===== config.mk =====
export PLATFORM = sky130hd
export DESIGN_NAME = id_set_sum_hash_fingerprint
export DESIGN_NICKNAME = d
export VERILOG_FILES = /design/src/ishf_pkg.sv /design/src/ishf_accum.sv /design/src/ishf_queue.sv /design/src/ishf_hash.sv /design/src/id_set_sum_hash_fingerprint.sv
export VERILOG_INCLUDE_DIRS = /design/src /design/src/src
export SDC_FILE = /design/constraint.sdc
export NUM_CORES = 2
export LEC_CHECK = 0
export BUFFER_PORTS_ARGS = -buffer_cell sky130_fd_sc_hd__buf_2
export CELL_PAD_IN_SITES_DETAIL_PLACEMENT = 0
export CELL_PAD_IN_SITES_GLOBAL_PLACEMENT = 1
export CORE_ASPECT_RATIO = 1.1
export CORE_MARGIN = 2
export CORE_UTILIZATION = 45
export DETAILED_ROUTE_END_ITERATION = 12
export HOLD_SLACK_MARGIN = 0.08
export PLACE_DENSITY_LB_ADDON = 0.3
export SKIP_LAST_GASP = 1
export SLEW_MARGIN = 10
export SYNTH_ARGS = -nofsm -noshare
export SYNTH_HDL_FRONTEND = slang
export SYNTH_HIERARCHICAL = 1
export SYNTH_SLANG_ARGS = --single-unit

===== constraint.sdc =====
create_clock -name clk -period 19.7 [get_ports clk]
set_clock_uncertainty 0.15 [all_clocks]
set_input_delay 4.925 -clock clk [delete_from_list [all_inputs] [get_ports clk]]
set_output_delay 4.925 -clock clk [all_outputs]
set_load 0.05 [all_outputs]

===== src/assert_macros.svh =====
// Assertion macros shared by the RTL files.
`ifndef ASSERT_MACROS_SVH
`define ASSERT_MACROS_SVH
// Implication checked on every rising clock edge outside reset.
`define ASSERT_IMPLY(label, clk, rst, pre, post) \
  label: assert property (@(posedge clk) disable iff (rst) (pre) |-> (post)) \
    else $error("assertion failed");
// Next-cycle implication.
`define ASSERT_NEXT(label, clk, rst, pre, post) \
  label: assert property (@(posedge clk) disable iff (rst) (pre) |=> (post)) \
    else $error("assertion failed");
`endif


===== src/ishf_pkg.sv =====
// Package: payload types, constants and SHA-256 helpers for the set fingerprint.
package ishf_pkg;
  localparam int COUNT_BITS = 32;
  localparam int DIGITS = (COUNT_BITS + 6) / 7;
  localparam int QDEPTH = 2;

  typedef enum logic {OP_ADD = 1'b0, OP_FINISH = 1'b1} op_t;

  typedef struct packed {
    logic        operation;
    logic [63:0] id_word3;
    logic [63:0] id_word2;
    logic [63:0] id_word1;
    logic [63:0] id_word0;
  } in_item_t;

  typedef struct packed {
    logic [63:0] print_low;
    logic [63:0] print_high;
    logic        count_overflow;
  } out_item_t;

  // Finish job handed from front to back.
  typedef struct packed {
    logic [255:0]          sum;
    logic [COUNT_BITS-1:0] count;
    logic                  overflow;
  } job_t;

  typedef enum logic [1:0] {HS_IDLE, HS_SCHED, HS_DONE} hs_state_t;

  localparam logic [31:0] INIT_H [8] = '{
    32'h6a09e667, 32'hbb67ae85, 32'h3c6ef372, 32'ha54ff53a,
    32'h510e527f, 32'h9b05688c, 32'h1f83d9ab, 32'h5be0cd19};

  localparam logic [31:0] ROUND_K [64] = '{
    32'h428a2f98, 32'h71374491, 32'hb5c0fbcf, 32'he9b5dba5, 32'h3956c25b, 32'h59f111f1,
    32'h923f82a4, 32'hab1c5ed5, 32'hd807aa98, 32'h12835b01, 32'h243185be, 32'h550c7dc3,
    32'h72be5d74, 32'h80deb1fe, 32'h9bdc06a7, 32'hc19bf174, 32'he49b69c1, 32'hefbe4786,
    32'h0fc19dc6, 32'h240ca1cc, 32'h2de92c6f, 32'h4a7484aa, 32'h5cb0a9dc, 32'h76f988da,
    32'h983e5152, 32'ha831c66d, 32'hb00327c8, 32'hbf597fc7, 32'hc6e00bf3, 32'hd5a79147,
    32'h06ca6351, 32'h14292967, 32'h27b70a85, 32'h2e1b2138, 32'h4d2c6dfc, 32'h53380d13,
    32'h650a7354, 32'h766a0abb, 32'h81c2c92e, 32'h92722c85, 32'ha2bfe8a1, 32'ha81a664b,
    32'hc24b8b70, 32'hc76c51a3, 32'hd192e819, 32'hd6990624, 32'hf40e3585, 32'h106aa070,
    32'h19a4c116, 32'h1e376c08, 32'h2748774c, 32'h34b0bcb5, 32'h391c0cb3, 32'h4ed8aa4a,
    32'h5b9cca4f, 32'h682e6ff3, 32'h748f82ee, 32'h78a5636f, 32'h84c87814, 32'h8cc70208,
    32'h90befffa, 32'ha4506ceb, 32'hbef9a3f7, 32'hc67178f2};

  function automatic logic [31:0] rotr(input logic [31:0] x, input int n);
    rotr = (x >> n) | (x << (32 - n));
  endfunction

  // Build the padded block: sum bytes, varint of the count, pad, bit length.
  function automatic logic [511:0] make_block(input job_t j);
    logic [7:0]  blk [64];
    logic [6:0]  dig [DIGITS];
    logic [63:0] c;
    int          nd;
    int          len;
    logic [63:0] bits;
    logic [511:0] r;
    for (int i = 0; i < 64; i++) blk[i] = 8'h00;
    for (int i = 0; i < 32; i++) blk[i] = j.sum[8*i +: 8];
    c = 64'(j.count);
    nd = 1;
    for (int i = 0; i < DIGITS; i++) begin
      dig[i] = c[7*i +: 7];
      if (i > 0 && (c >> (7*i)) != 64'd0) nd = i + 1;
    end
    len = 32;
    for (int i = DIGITS; i > 0; i--) begin
      if (i <= nd) begin
        blk[len] = {(i > 1) ? 1'b1 : 1'b0, dig[i-1]};
        len = len + 1;
      end
    end
    blk[len] = 8'h80;
    bits = 64'(len) * 64'd8;
    for (int i = 0; i < 8; i++) blk[63-i] = bits[8*i +: 8];
    for (int i = 0; i < 64; i++) r[511-8*i -: 8] = blk[i];
    return r;
  endfunction
endpackage


===== src/ishf_accum.sv =====
// Front end: accumulates the ID sum and count, emits finish jobs.
module ishf_accum (
  input  logic              clk,
  input  logic              rst,
  input  ishf_pkg::in_item_t in_item,
  input  logic              in_valid,
  output logic              in_ready,
  output ishf_pkg::job_t    job,
  output logic              job_valid,
  input  logic              job_ready
);
  logic [255:0]                    running_sum;
  logic [ishf_pkg::COUNT_BITS-1:0] item_count;
  logic                            saturated_flag;
  logic                            take;

  // A finish stalls only while the queue is full; adds never stall.
  assign in_ready  = (in_item.operation == ishf_pkg::OP_ADD) || job_ready;
  assign take      = in_valid && in_ready;
  assign job_valid = in_valid && (in_item.operation == ishf_pkg::OP_FINISH);
  assign job       = '{sum: running_sum, count: item_count, overflow: saturated_flag};

  // Advance the set state.
  always_ff @(posedge clk) begin
    if (rst) begin
      running_sum    <= '0;
      item_count     <= '0;
      saturated_flag <= 1'b0;
    end else if (take) begin
      if (in_item.operation == ishf_pkg::OP_ADD) begin
        running_sum <= running_sum + {in_item.id_word3, in_item.id_word2,
                                      in_item.id_word1, in_item.id_word0};
        if (&item_count) saturated_flag <= 1'b1;
        else item_count <= item_count + 1'b1;
      end else begin
        running_sum    <= '0;
        item_count     <= '0;
        saturated_flag <= 1'b0;
      end
    end
  end
endmodule


===== src/ishf_queue.sv =====
// Short queue of finish jobs between front and back.
module ishf_queue (
  input  logic           clk,
  input  logic           rst,
  input  ishf_pkg::job_t wr_job,
  input  logic           wr_valid,
  output logic           wr_ready,
  output ishf_pkg::job_t rd_job,
  output logic           rd_valid,
  input  logic           rd_ready
);
  ishf_pkg::job_t slots [ishf_pkg::QDEPTH];
  logic wp, rp;
  logic [1:0] fill;

  assign wr_ready = fill != 2'(ishf_pkg::QDEPTH);
  assign rd_valid = fill != 2'd0;
  assign rd_job   = slots[rp];

  // Push and pop.
  always_ff @(posedge clk) begin
    if (rst) begin
      wp <= 1'b0; rp <= 1'b0; fill <= 2'd0;
    end else begin
      if (wr_valid && wr_ready) wp <= ~wp;
      if (rd_valid && rd_ready) rp <= ~rp;
      fill <= fill + 2'(wr_valid && wr_ready) - 2'(rd_valid && rd_ready);
    end
  end

  always_ff @(posedge clk) begin
    if (wr_valid && wr_ready) slots[wp] <= wr_job;
  end
endmodule


===== src/ishf_hash.sv =====
// Back end: one SHA-256 round per cycle, result held in an output register.
module ishf_hash (
  input  logic                clk,
  input  logic                rst,
  input  ishf_pkg::job_t      job,
  input  logic                job_valid,
  output logic                job_ready,
  output ishf_pkg::out_item_t out_item,
  output logic                out_valid,
  input  logic                out_ready
);
  ishf_pkg::hs_state_t state, state_next;
  logic [31:0] w [16];
  logic [31:0] v [8];
  logic [5:0]  round;
  logic        empty, ovf;
  logic [31:0] t1, t2, wn, s0, s1, e, a;
  logic [31:0] h [4];
  logic [511:0] blk;

  // Build the padded message block of the waiting job.
  assign blk = ishf_pkg::make_block(job);

  // Round and schedule logic.
  always_comb begin
    e  = v[4];
    a  = v[0];
    t1 = v[7] + (ishf_pkg::rotr(e, 6) ^ ishf_pkg::rotr(e, 11) ^ ishf_pkg::rotr(e, 25))
         + ((e & v[5]) ^ (~e & v[6])) + ishf_pkg::ROUND_K[round] + w[0];
    t2 = (ishf_pkg::rotr(a, 2) ^ ishf_pkg::rotr(a, 13) ^ ishf_pkg::rotr(a, 22))
         + ((a & v[1]) ^ (a & v[2]) ^ (v[1] & v[2]));
    s0 = ishf_pkg::rotr(w[1], 7) ^ ishf_pkg::rotr(w[1], 18) ^ (w[1] >> 3);
    s1 = ishf_pkg::rotr(w[14], 17) ^ ishf_pkg::rotr(w[14], 19) ^ (w[14] >> 10);
    wn = w[0] + s0 + w[9] + s1;
    for (int i = 0; i < 4; i++) h[i] = ishf_pkg::INIT_H[i] + v[i];
  end

  // Next state.
  always_comb begin
    state_next = state;
    unique case (state)
      ishf_pkg::HS_IDLE:  if (job_valid && !out_valid) state_next = ishf_pkg::HS_SCHED;
      ishf_pkg::HS_SCHED: if (round == 6'd63) state_next = ishf_pkg::HS_DONE;
      ishf_pkg::HS_DONE:  state_next = ishf_pkg::HS_IDLE;
      default:            state_next = ishf_pkg::HS_IDLE;
    endcase
  end

  // Outputs of the sequencer.
  always_comb begin
    job_ready = (state == ishf_pkg::HS_IDLE) && !out_valid;
  end

  always_ff @(posedge clk) begin
    if (rst) begin
      state     <= ishf_pkg::HS_IDLE;
      out_valid <= 1'b0;
    end else begin
      state <= state_next;
      if (state == ishf_pkg::HS_DONE) out_valid <= 1'b1;
      else if (out_ready) out_valid <= 1'b0;
    end
  end

  // Load, iterate and pack the digest.
  always_ff @(posedge clk) begin
    unique case (state)
      ishf_pkg::HS_IDLE: begin
        if (job_valid && job_ready) begin
          for (int i = 0; i < 16; i++)
            w[i] <= blk[511-32*i -: 32];
          for (int i = 0; i < 8; i++) v[i] <= ishf_pkg::INIT_H[i];
          round <= 6'd0;
          empty <= job.count == '0;
          ovf   <= job.overflow;
        end
      end
      ishf_pkg::HS_SCHED: begin
        for (int i = 0; i < 15; i++) w[i] <= w[i+1];
        w[15] <= wn;
        v[7] <= v[6]; v[6] <= v[5]; v[5] <= v[4]; v[4] <= v[3] + t1;
        v[3] <= v[2]; v[2] <= v[1]; v[1] <= v[0]; v[0] <= t1 + t2;
        round <= round + 6'd1;
      end
      ishf_pkg::HS_DONE: begin
        out_item.count_overflow <= ovf;
        for (int i = 0; i < 8; i++) begin
          out_item.print_low[8*i +: 8]  <= empty ? 8'h00 : h[i/4][31-8*(i%4) -: 8];
          out_item.print_high[8*i +: 8] <= empty ? 8'h00 : h[2+i/4][31-8*(i%4) -: 8];
        end
      end
      default: ;
    endcase
  end
endmodule


===== src/id_set_sum_hash_fingerprint.sv =====
// Top level of the ID set fingerprint: accumulator, job queue, SHA-256 engine.
//  channel | dir | handshake          | payload
//  in      | in  | in_valid/in_ready   | in_item  (ishf_pkg::in_item_t)
//  out     | out | out_valid/out_ready | out_item (ishf_pkg::out_item_t)
// An add item is taken by the 256-bit adder, one per cycle.
// In the hash engine a finish item passes through load, 64 rounds and pack;
// two finishes may queue, adds keep flowing behind them.
// Reset clears the sum, count, flag, queue and engine state.
// A finish stalls only while the queue is full; results wait in the output register.
`include "assert_macros.svh"
module id_set_sum_hash_fingerprint (
  input  logic                clk,
  input  logic                rst,
  input  ishf_pkg::in_item_t  in_item,
  input  logic                in_valid,
  output logic                in_ready,
  output ishf_pkg::out_item_t out_item,
  output logic                out_valid,
  input  logic                out_ready
);
  ishf_pkg::job_t fj, bj;
  logic fv, fr, bv, br;

  ishf_accum u_accum (.clk, .rst, .in_item, .in_valid, .in_ready,
                      .job(fj), .job_valid(fv), .job_ready(fr));
  ishf_queue u_queue (.clk, .rst, .wr_job(fj), .wr_valid(fv), .wr_ready(fr),
                      .rd_job(bj), .rd_valid(bv), .rd_ready(br));
  ishf_hash  u_hash  (.clk, .rst, .job(bj), .job_valid(bv), .job_ready(br),
                      .out_item, .out_valid, .out_ready);

  `ASSERT_IMPLY(a_add_ready, clk, rst, in_item.operation == ishf_pkg::OP_ADD, in_ready)
  `ASSERT_IMPLY(a_no_pop_busy, clk, rst, bv && br, !out_valid)
  `ASSERT_NEXT(a_pop_starts, clk, rst, bv && br, !br)
endmodule

==> qor.csv <==
metric,value,unit
status,completed,
fmax,92.06,MHz
Post-Syn Area per Cell,10.29,um2
Hold Fails Final Rpt,0,
# port buffers,391,
cts bufs inserted,191,
Min-Delay Path Class,register to register,
Crit Path Max Fanout,10,
Setup-failing EPs final,0,
required time of the worst setup path,14630,ps
DR pass1 iterations,6,
CP top delay family,buffers and inverters,
"Design Area, Final",114600,um2
Setup CP Type,input port to output pin,
WHS,304.4,ps
"Top FF cell, synth",edfxtp_1,
Die H,508.4,um
setup TNS,0,ps
Multi-input gate area,50070,um2
maximum root-to-sink buffer count,3,
critical path buffer and inverter count,3,
first-pass GRT wire length,506000,um
via-per-instance ratio,5.808,
most frequent cell after synthesis,nand2_1,
"EDFF count, synth",1483,
H-tree levels,4,
initial antenna violation count,8,
die area,235100,um2
fillcell total,21260,
ys async rst share,0,%
max-slew violations,0,
Yosys top cell by area,edfxtp_1,
sequential fraction of the synthesis area,48.51,%
vias in the first global route,77070,
Via Count,78250,
syn nets,10970,
routed length per instance,25.74,um
worst path arrival time,5790,ps
placed inst area,108200,um2
clk_lat worst skew,840,ps
hold buffers post-CTS,0,
post-synthesis cell type count,108,
die width,462.5,um
utilization after layout,49.69,%
drt drc,0,
crit path capture type,output pin,
post_cts resized,0,
top cell type's share of synthesized area,42.79,%
fraction of layout cells with a size suffix above 1,11.28,%
worst slew pin tran,1144,ps
Synth Warn #,6,
core area,230500,um2
crit start category,input port,
CP cell instances,buf_2 > buf_4 > nand2b_1 > buf_2,
"FF+latch count, synth",1780,
num ports,392,
synthesized cell area,104100,um2
max cap viols,0,
CTS sink cnt,1780,
commonest cells in the netlist,"1,555 x nand2_1, 1,483 x edfxtp_1, 780 x nor2_1",
Most common cell on crit path,buf_2,
Starting Density,45.14,%
CTS tree,done,
Layout area overhead,10.08,%
slowest cell on the critical path,buf_2,
Total GRT Usage,28.69,%
drt total wl,346800,um
GRT Residual Overflow,0,
initial detailed-routing violation count,7127,
Tcrit/Tclk final,55.14,%
clock period minus worst slack,10860,ps
top post-synthesis cells by area,"edfxtp_1 43%, dfxtp_1 5.7%, nand2_1 5.6%",
pin count of the biggest net entering global routing,179,
Rows,185,
crit-path max cell delay,330,ps
Final GP Congestion,0.9479,
clock root cell,clkbuf_16,
"CTS clk-pin slew, worst paths",60,ps
cell count after synthesis,10120,
slew margin rel.,22.77,%
RSZ-0062 raised after global routing,no,
dpl hpwl,263800,um
"Setup Fix Bufs, Post-CTS",0,
register area,50480,um2
Final ANT Viol Nets,0,
Layout Nets,11070,
## layout by cell type (no fill, tap or decap), types with 38 or more instances in the layout
cell | synthesis | final
buf_2 | 52 | 390
a21o_1 | 249 | 249
nand4_1 | 180 | 180
nand3_1 | 112 | 112
clkbuf_16 | 0 | 196
o21a_1 | 53 | 53
nor2_1 | 780 | 777
o21ai_1 | 38 | 38
mux2_4 | 200 | 200
ha_1 | 404 | 404
buf_4 | 6 | 73
nor3_1 | 113 | 112
dfxtp_1 | 297 | 296
and3_1 | 46 | 45
inv_1 | 326 | 326
xor2_1 | 257 | 257
mux2_2 | 110 | 110
edfxtp_1 | 1483 | 1483
o21ai_0 | 625 | 625
and2_1 | 286 | 286
nand2b_1 | 165 | 164
a31oi_1 | 71 | 70
nor2b_1 | 56 | 54
fa_1 | 188 | 188
o21bai_1 | 103 | 103
nor4_1 | 48 | 47
nand2_1 | 1555 | 1551
a22oi_1 | 121 | 121
a21oi_1 | 725 | 725
xnor2_1 | 468 | 468
clkbuf_1 | 453 | 43
## flip-flops by register name (all words and copies together), names as in the netlist, named ones only
| register | cells |
|---|---|
| u_hash/out_valid | 1 |
| u_accum/item_count | 32 |
| u_hash/out_item | 129 |
| u_hash/empty | 1 |
| u_queue/slots | 578 |
| u_queue/rp | 1 |
| u_hash/v | 256 |
| u_accum/saturated_flag | 1 |
| u_hash/w | 512 |
| u_accum/running_sum | 256 |
| u_hash/round | 6 |
| u_queue/wp | 1 |
| u_hash/ovf | 1 |
| u_queue/fill | 2 |
| u_hash/state | 2 |
## stage by stage
stage | instances | worst slack [ps]
after floorplan | 10120 | 546.0
after global placement | 13110 | 8839
after detailed placement | 13110 | 8808
after CTS | 13470 | 8804
after global routing | 13470 | 8808
final | 13470 | 8838
## path summary, 6_finish.rpt
kind / cells after the start / start / to / slack (ps)
hold reg to reg: 0 / u_accum/saturated_flag$_SDFFE_PP0P_ / u_queue/slots[0][0]$_DFFE_PP_ / 300
setup / recovery: 4 / in_item[256] / in_ready / 8840
hold / removal: 0 / u_accum/saturated_flag$_SDFFE_PP0P_ / u_queue/slots[0][0]$_DFFE_PP_ / 300
setup reg to reg: 38 / u_hash/round[0]$_SDFFCE_PN0P_ / u_hash/v[0][31]$_SDFFCE_PN0P_ / 9330
## worst register-to-register path, delay by kind of cell, from the launching register on
| family | cells | cell delay (ps) |
|---|---|---|
| adders and majority gates | 8 | 3620 |
| AOI/OAI and AO/OA | 14 | 3170 |
| and+or+nand+nor | 8 | 1230 |
| buffers and inverters | 6 | 870 |
| xor gates and xnor gates | 1 | 470 |
| DFF | 1 | 320 |
| muxes | 1 | 260 |
## routing by layer
| layer | GRT usage, % | up-vias | wire [um] |
|---|---|---|---|
| met1 | 36.51 | 38610 | 142100 |
| met3 | 3.090 | 600 | 17610 |
| met2 | 49.79 | 2700 | 171200 |
| met5 | 0 | - | 12 |
| met4 | 11.81 | 2 | 15810 |
| li1 | - | 36340 | - |
## layout make-up
cell class                 instances  area share (%)
inverter                         330           1.081
clock inverter                   118           1.051
tap                             3085           3.370
antenna                            1        0.002185
timing repair buffer             466           2.235
clock buffer                     244           4.483
sequential                      1780           44.07
multi-input combinational       7449           43.71
## cell families (layout without fill, tap and decap cells)
kind of cell | after synthesis | after routing | share of synthesized area [%]
mux | 334 | 334 | 4.368
other cells | 0 | 1 | 0
simple gates | 3446 | 3446 | 14.97
buf+inv | 887 | 1158 | 3.474
compound gates | 2347 | 2347 | 14.05
xor+xnor | 726 | 726 | 6.124
flops | 1780 | 1780 | 48.51
fa+ha+maj | 596 | 596 | 8.513
Power is not shown: default switching activity piles up to over one toggle a cycle in this logic, so the estimate is an artifact.
